==> src/hw/rtl/fpsqrt_pkg.sv <==
package fpsqrt_pkg;

  localparam int unsigned DATA_W     = 32;
  localparam int unsigned FRAC_W     = 6;
  localparam logic [FRAC_W-1:0] FRAC_MAX   = 6'd32;
  localparam logic [FRAC_W-1:0] FRAC_RESET = 6'd16;

endpackage

==> src/hw/rtl/fixed_point_square_root_unit.sv <==
// Fixed-point square root unit.
// The input channel (in_valid, in_stall, in_value) takes an unsigned operand.
// The result channel (out_valid, out_stall, out_root) returns the floor of
// the square root of the operand shifted left by the fraction count.
// The fraction count is written through cfg_write_en and cfg_write_data;
// the user must write it only while the unit is idle, as the unit itself
// does not enforce this. Counts above 32 act as 32. One shared compare and
// subtract unit produces one root bit per cycle, starting from the top bit
// pair of the radicand. An item is loaded in ST_IDLE and gets its ITERS
// root bits in ST_RUN, where ITERS is (VALUE_BITS + 33) / 2. From ST_DONE
// it moves into the output register once that register is free.
// in_stall is high whenever an item is being worked on.
// The output register holds a finished item until the receiver takes it.
// A new item is accepted while a result waits there. A second root that
// finishes while the receiver still stalls is held until the output frees.
// Reset clears the handshake state and sets the fraction count to 16.
module fixed_point_square_root_unit
  import fpsqrt_pkg::*;
#(
  parameter int unsigned VALUE_BITS = 32
) (
  input  logic                  clk,
  input  logic                  rst_n,
  input  logic                  cfg_write_en,
  input  logic [FRAC_W-1:0]     cfg_write_data,
  input  logic                  in_valid,
  output logic                  in_stall,
  input  logic [DATA_W-1:0]     in_value,
  output logic                  out_valid,
  input  logic                  out_stall,
  output logic [DATA_W-1:0]     out_root
);

  localparam int unsigned ITERS = (VALUE_BITS + 32 + 1) / 2;
  localparam int unsigned RAD_W = 2 * ITERS;
  localparam int unsigned REM_W = ITERS + 3;
  localparam int unsigned CNT_W = $clog2(ITERS);

  typedef enum logic [1:0] {
    ST_IDLE,
    ST_RUN,
    ST_DONE
  } state_t;

  state_t               state_r, state_nxt;
  logic [FRAC_W-1:0]    frac_r, frac_nxt;
  logic [RAD_W-1:0]     rad_r, rad_nxt;
  logic [REM_W-1:0]     rem_r, rem_nxt;
  logic [ITERS-1:0]     root_r, root_nxt;
  logic [CNT_W-1:0]     cnt_r, cnt_nxt;
  logic                 out_valid_r, out_valid_nxt;
  logic [DATA_W-1:0]    out_root_r, out_root_nxt;

  logic [FRAC_W-1:0]    frac_eff;
  logic [REM_W-1:0]     shifted;
  logic [REM_W-1:0]     trial;
  logic [REM_W-1:0]     diff;
  logic                 take_bit;
  logic                 in_accept;
  logic                 out_free;

  assign in_stall  = (state_r != ST_IDLE);
  assign out_valid = out_valid_r;
  assign out_root  = out_root_r;
  assign in_accept = in_valid && !in_stall;
  assign out_free  = !out_valid_r || !out_stall;
  assign frac_eff  = (frac_r > FRAC_MAX) ? FRAC_MAX : frac_r;

  assign shifted  = {rem_r[REM_W-3:0], rad_r[RAD_W-1 -: 2]};
  assign trial    = {1'b0, root_r, 2'b01};
  assign take_bit = (shifted >= trial);
  assign diff     = shifted - trial;

  always_comb begin
    state_nxt     = state_r;
    frac_nxt      = frac_r;
    rad_nxt       = rad_r;
    rem_nxt       = rem_r;
    root_nxt      = root_r;
    cnt_nxt       = cnt_r;
    out_valid_nxt = out_valid_r;
    out_root_nxt  = out_root_r;
    if (cfg_write_en) begin
      frac_nxt = cfg_write_data;
    end
    if (out_valid_r && !out_stall) begin
      out_valid_nxt = 1'b0;
    end
    case (state_r)
      ST_IDLE: begin
        if (in_accept) begin
          rad_nxt   = RAD_W'(in_value[VALUE_BITS-1:0]) << frac_eff;
          rem_nxt   = '0;
          root_nxt  = '0;
          cnt_nxt   = CNT_W'(ITERS - 1);
          state_nxt = ST_RUN;
        end
      end
      ST_RUN: begin
        rad_nxt = {rad_r[RAD_W-3:0], 2'b00};
        if (take_bit) begin
          rem_nxt  = diff;
          root_nxt = {root_r[ITERS-2:0], 1'b1};
        end else begin
          rem_nxt  = shifted;
          root_nxt = {root_r[ITERS-2:0], 1'b0};
        end
        cnt_nxt = cnt_r - 1'b1;
        if (cnt_r == '0) begin
          state_nxt = ST_DONE;
        end
      end
      ST_DONE: begin
        if (out_free) begin
          out_valid_nxt = 1'b1;
          out_root_nxt  = DATA_W'(root_r);
          state_nxt     = ST_IDLE;
        end
      end
      default: begin
        state_nxt = ST_IDLE;
      end
    endcase
  end

  always_ff @(posedge clk) begin
    if (!rst_n) begin
      state_r     <= ST_IDLE;
      frac_r      <= FRAC_RESET;
      cnt_r       <= '0;
      out_valid_r <= 1'b0;
    end else begin
      state_r     <= state_nxt;
      frac_r      <= frac_nxt;
      cnt_r       <= cnt_nxt;
      out_valid_r <= out_valid_nxt;
    end
    rad_r      <= rad_nxt;
    rem_r      <= rem_nxt;
    root_r     <= root_nxt;
    out_root_r <= out_root_nxt;
  end

`ifndef NO_ASSERTIONS
  a_load_starts_run: assert property (@(posedge clk) disable iff (!rst_n)
    in_accept |=> (state_r == ST_RUN) && (cnt_r == CNT_W'(ITERS - 1)))
    else $error("accepted item did not start the root sequence");

  a_remainder_bound: assert property (@(posedge clk) disable iff (!rst_n)
    (state_r == ST_DONE) |-> (rem_r <= {2'b00, root_r, 1'b0}))
    else $error("final remainder exceeds twice the root");

  a_no_overwrite: assert property (@(posedge clk) disable iff (!rst_n)
    (out_valid_r && out_stall) |=> out_valid_r && $stable(out_root_r))
    else $error("waiting result was overwritten");
`endif

endmodule

==> config.mk <==
export PLATFORM = sky130hd
export DESIGN_NAME = fixed_point_square_root_unit
export DESIGN_NICKNAME = d
export VERILOG_FILES = /design/src/hw/rtl/fpsqrt_pkg.sv /design/src/hw/rtl/fixed_point_square_root_unit.sv
export SDC_FILE = /design/constraint.sdc
export NUM_CORES = 1
export LEC_CHECK = 0
export BUFFER_PORTS_ARGS = -buffer_cell sky130_fd_sc_hd__buf_2
export CAP_MARGIN = 20
export CORE_MARGIN = 4
export CORE_UTILIZATION = 40
export DETAILED_ROUTE_END_ITERATION = 6
export SETUP_SLACK_MARGIN = 0.3
export SYNTH_ARGS = -nofsm -noshare
export SYNTH_HDL_FRONTEND = slang
export SYNTH_SLANG_ARGS = --single-unit
==> constraint.sdc <==
create_clock -name clk -period 7.4 [get_ports clk]
set_input_delay 0.74 -clock clk [delete_from_list [all_inputs] [get_ports clk]]
set_output_delay 0.74 -clock clk [all_outputs]
set_load 0.1 [all_outputs]
==> metrics.cfg <==
[placement]
dpl_worst_slack_ns = 4.10
io_buffers = 76
routabilityCongestion = 0.906
dp_hpwl_um = 18300

[critical_path]
reg2reg_slack_ns = 4.07
cp_num_buf_inv = 1
critPathTopFamily = multiplexers
timing.rr.end = rad_r[31]
critPathMaxFanout = 52
cp-end-kind = flop
worstSetupPathType = flop to flop
cp_cell_sequence = buf_4, nand2b_1, mux2i_1, mux2i_1, mux2i_1, mux2i_1, o21ai_0
reg2reg_from = frac_r[5]
required_ns = 7.68
rr_worst_depth = 7
cp.depth = 7
arrival_ns = 3.61
slowest_delay_ns = 0.73
critPathMostFrequentCell = mux2i_1
startpoint_type = flop
cpMaxStageDelayCell = nand2b_1

[cts]
cts_resized = 0
cts_setup_buffers = 0
ctsRootBufferMaster = clkbuf_16
hold_buffers = 0
cts_tree = yes
ctsHtreeMaxLevel = 4
path_clk_slew_ns = 0.07
clkLatencyLatePin_ns = 0.44
cts_made_buffers = 17
clock_sinks = 175
cts_buffer_depth = 2

[synth]
ys_seq_elements = 175
synth-edff-count = 161
syn_inst = 1028
yosysWarnings = 0
syn_area_um2 = 10700
synth.distinct_cells = 73
synth_ff_type = edfxtp_1
synth.avg_cell_area_um2 = 10.4
async_reset_ff_frac = 0
seq_area_frac_synth = 0.477
syn_nets = 1107

[power]
ir_drop_uv = 161
p_leak_nw = 4.70
pwr_density_cell_nw_per_um2 = 315

[grt]
grt_overflow_total = 0
grt_use_total = 0.182
grt_start_max_net_pins = 86
grt_pass1_vias = 7945
grt_pass1_wl_um = 42500
antenna_found_initial = 0

[finish]
layout_commonest_cell = edfxtp_1
layout.nets = 1148
antennaDiodeCount = 0
n_fill_cell = 2450
syn_to_final_growth_pct = 11.9
drive_above_1_share = 0.139
regArea_um2 = 5110
multi_input_area_um2 = 5160
layout_common_cells = edfxtp_1 (161), mux2i_1 (140), nor2_1 (106)

[sta]
finalSetupViolations = 0
fmax_mhz = 300
finalCritPeriodShare = 0.450
fin_crit_ns = 3.33
fin_setup_tns_ns = 0
slew_headroom = 0.374
skew_ns = 0.00968
finalHoldViolCount = 0
rsz0062_at_grt = false
finalMaxSlewViolations = 0
layout_setup_ws_ns = 4.07
worstMarginPinSlew_ns = 0.939

[floorplan]
die_area_um2 = 29500
die_h_um = 172
fp-row-count = 59
start_util = 0.409
io_pins = 77
dieWidth_um = 172
core-area_um2 = 26200

[min_path]
min_from = root_r[9]
worstHoldPathCells = 0
min_path_type = flop to flop
min_to = out_root[9]

[drt]
avgViaCountPerCell = 5.68
dr.first_iter.drc_count = 691
route.detailed.drc = 0
drt_first_pass_iters = 5
ant_nets = 0
routed_wl_um = 26400
vias = 8055
routedWlPerCell_um = 18.7

[outcome]
status = finished clean

[flow_run]
maxCapViolCount = 0

## stage by stage
step	total power, W	util	cells	cell area, µm²	hold slack [ns]
after floorplan	0.00255	-	1028	10700	0.426
after global placement	0.00283	0.433	1383	11300	0.432
after detailed placement	0.00285	0.433	1383	11300	0.436
after CTS	0.00379	0.456	1415	11900	0.453
after global routing	0.00403	0.457	1417	12000	0.465
final	0.00378	0.457	1417	12000	0.452
## routing by layer
metal	vias up	wire length, µm	global-route usage
li1	3905	-	-
met1	3863	12800	0.261
met2	246	11900	0.282
met4	0	531	0.0617
met3	41	1270	0.0271
met5	-	0	0
## cell type report
class / instances / share of cell area
well taps: 335 / 0.0350
clock buffers: 17 / 0.0355
flip-flops and latches: 175 / 0.427
repair buffers: 88 / 0.0420
inverters: 50 / 0.0157
multi-input cells: 737 / 0.430
clock inverters: 15 / 0.0149
## state kept, by name (all words and copies together), names as in the netlist
signal and count:
state_r 2, rem_r 33, out_valid 1, frac_r 6
rad_r 64, root_r 32, out_root 32, cnt_r 5
## kinds of logic (layout without fill, tap and decap cells)
logic type               count (synthesis)  in the layout  synth area share
AO/OA/AOI/OAI                          255            255             0.164
XOR/XNOR                                28             28            0.0229
adder cells (fa/ha/maj)                 36             36            0.0420
buffers and inverters                  116            170            0.0458
flip-flops                             175            175             0.477
multiplexers                           141            141             0.132
AND/OR/NAND/NOR                        277            277             0.116
## synthesized netlist by cell type (16+ instances only)
| library cell | number | area share |
|---|---|---|
| clkbuf_1 | 35 | 0.012 |
| xnor2_1 | 16 | 0.013 |
| edfxtp_1 | 161 | 0.45 |
| nor2_1 | 108 | 0.038 |
| o21ai_0 | 53 | 0.025 |
| ha_1 | 36 | 0.042 |
| nand2_1 | 80 | 0.028 |
| nand3_1 | 16 | 0.0075 |
| buf_2 | 19 | 0.0089 |
| inv_1 | 50 | 0.018 |
| mux2i_1 | 140 | 0.13 |
| a21oi_1 | 62 | 0.029 |
## worst register-to-register path, delay by kind of cell (launching register included)
family                 cells  cell delay, ns
multiplexers               4            1.45
AND/OR/NAND/NOR            1            0.73
buffers and inverters      1            0.47
flip-flops                 1            0.37
AO/OA/AOI/OAI              1            0.16
## worst max-delay path by stage
stage                     slack (ns)  startpoint         to
final                           4.07   frac_r[5]  rad_r[31]
after global routing            3.83   frac_r[5]  rad_r[31]
after CTS                       4.11   frac_r[5]  rad_r[31]
after detailed placement        4.10   frac_r[5]  rad_r[31]
after global placement          4.19   frac_r[5]  rad_r[31]
after floorplan                 2.58    in_valid   cnt_r[4]
## power breakdown
group | total, W | leakage [nW] | internal [W] | switching (W)
Combinational | 0.00148 | 2.63 | 0.000578 | 0.000903
Clock | 0.000938 | 0.296 | 0.000511 | 0.000428
Sequential | 0.00136 | 1.77 | 0.00128 | 0.0000739
(Power assumes the default switching activity.)
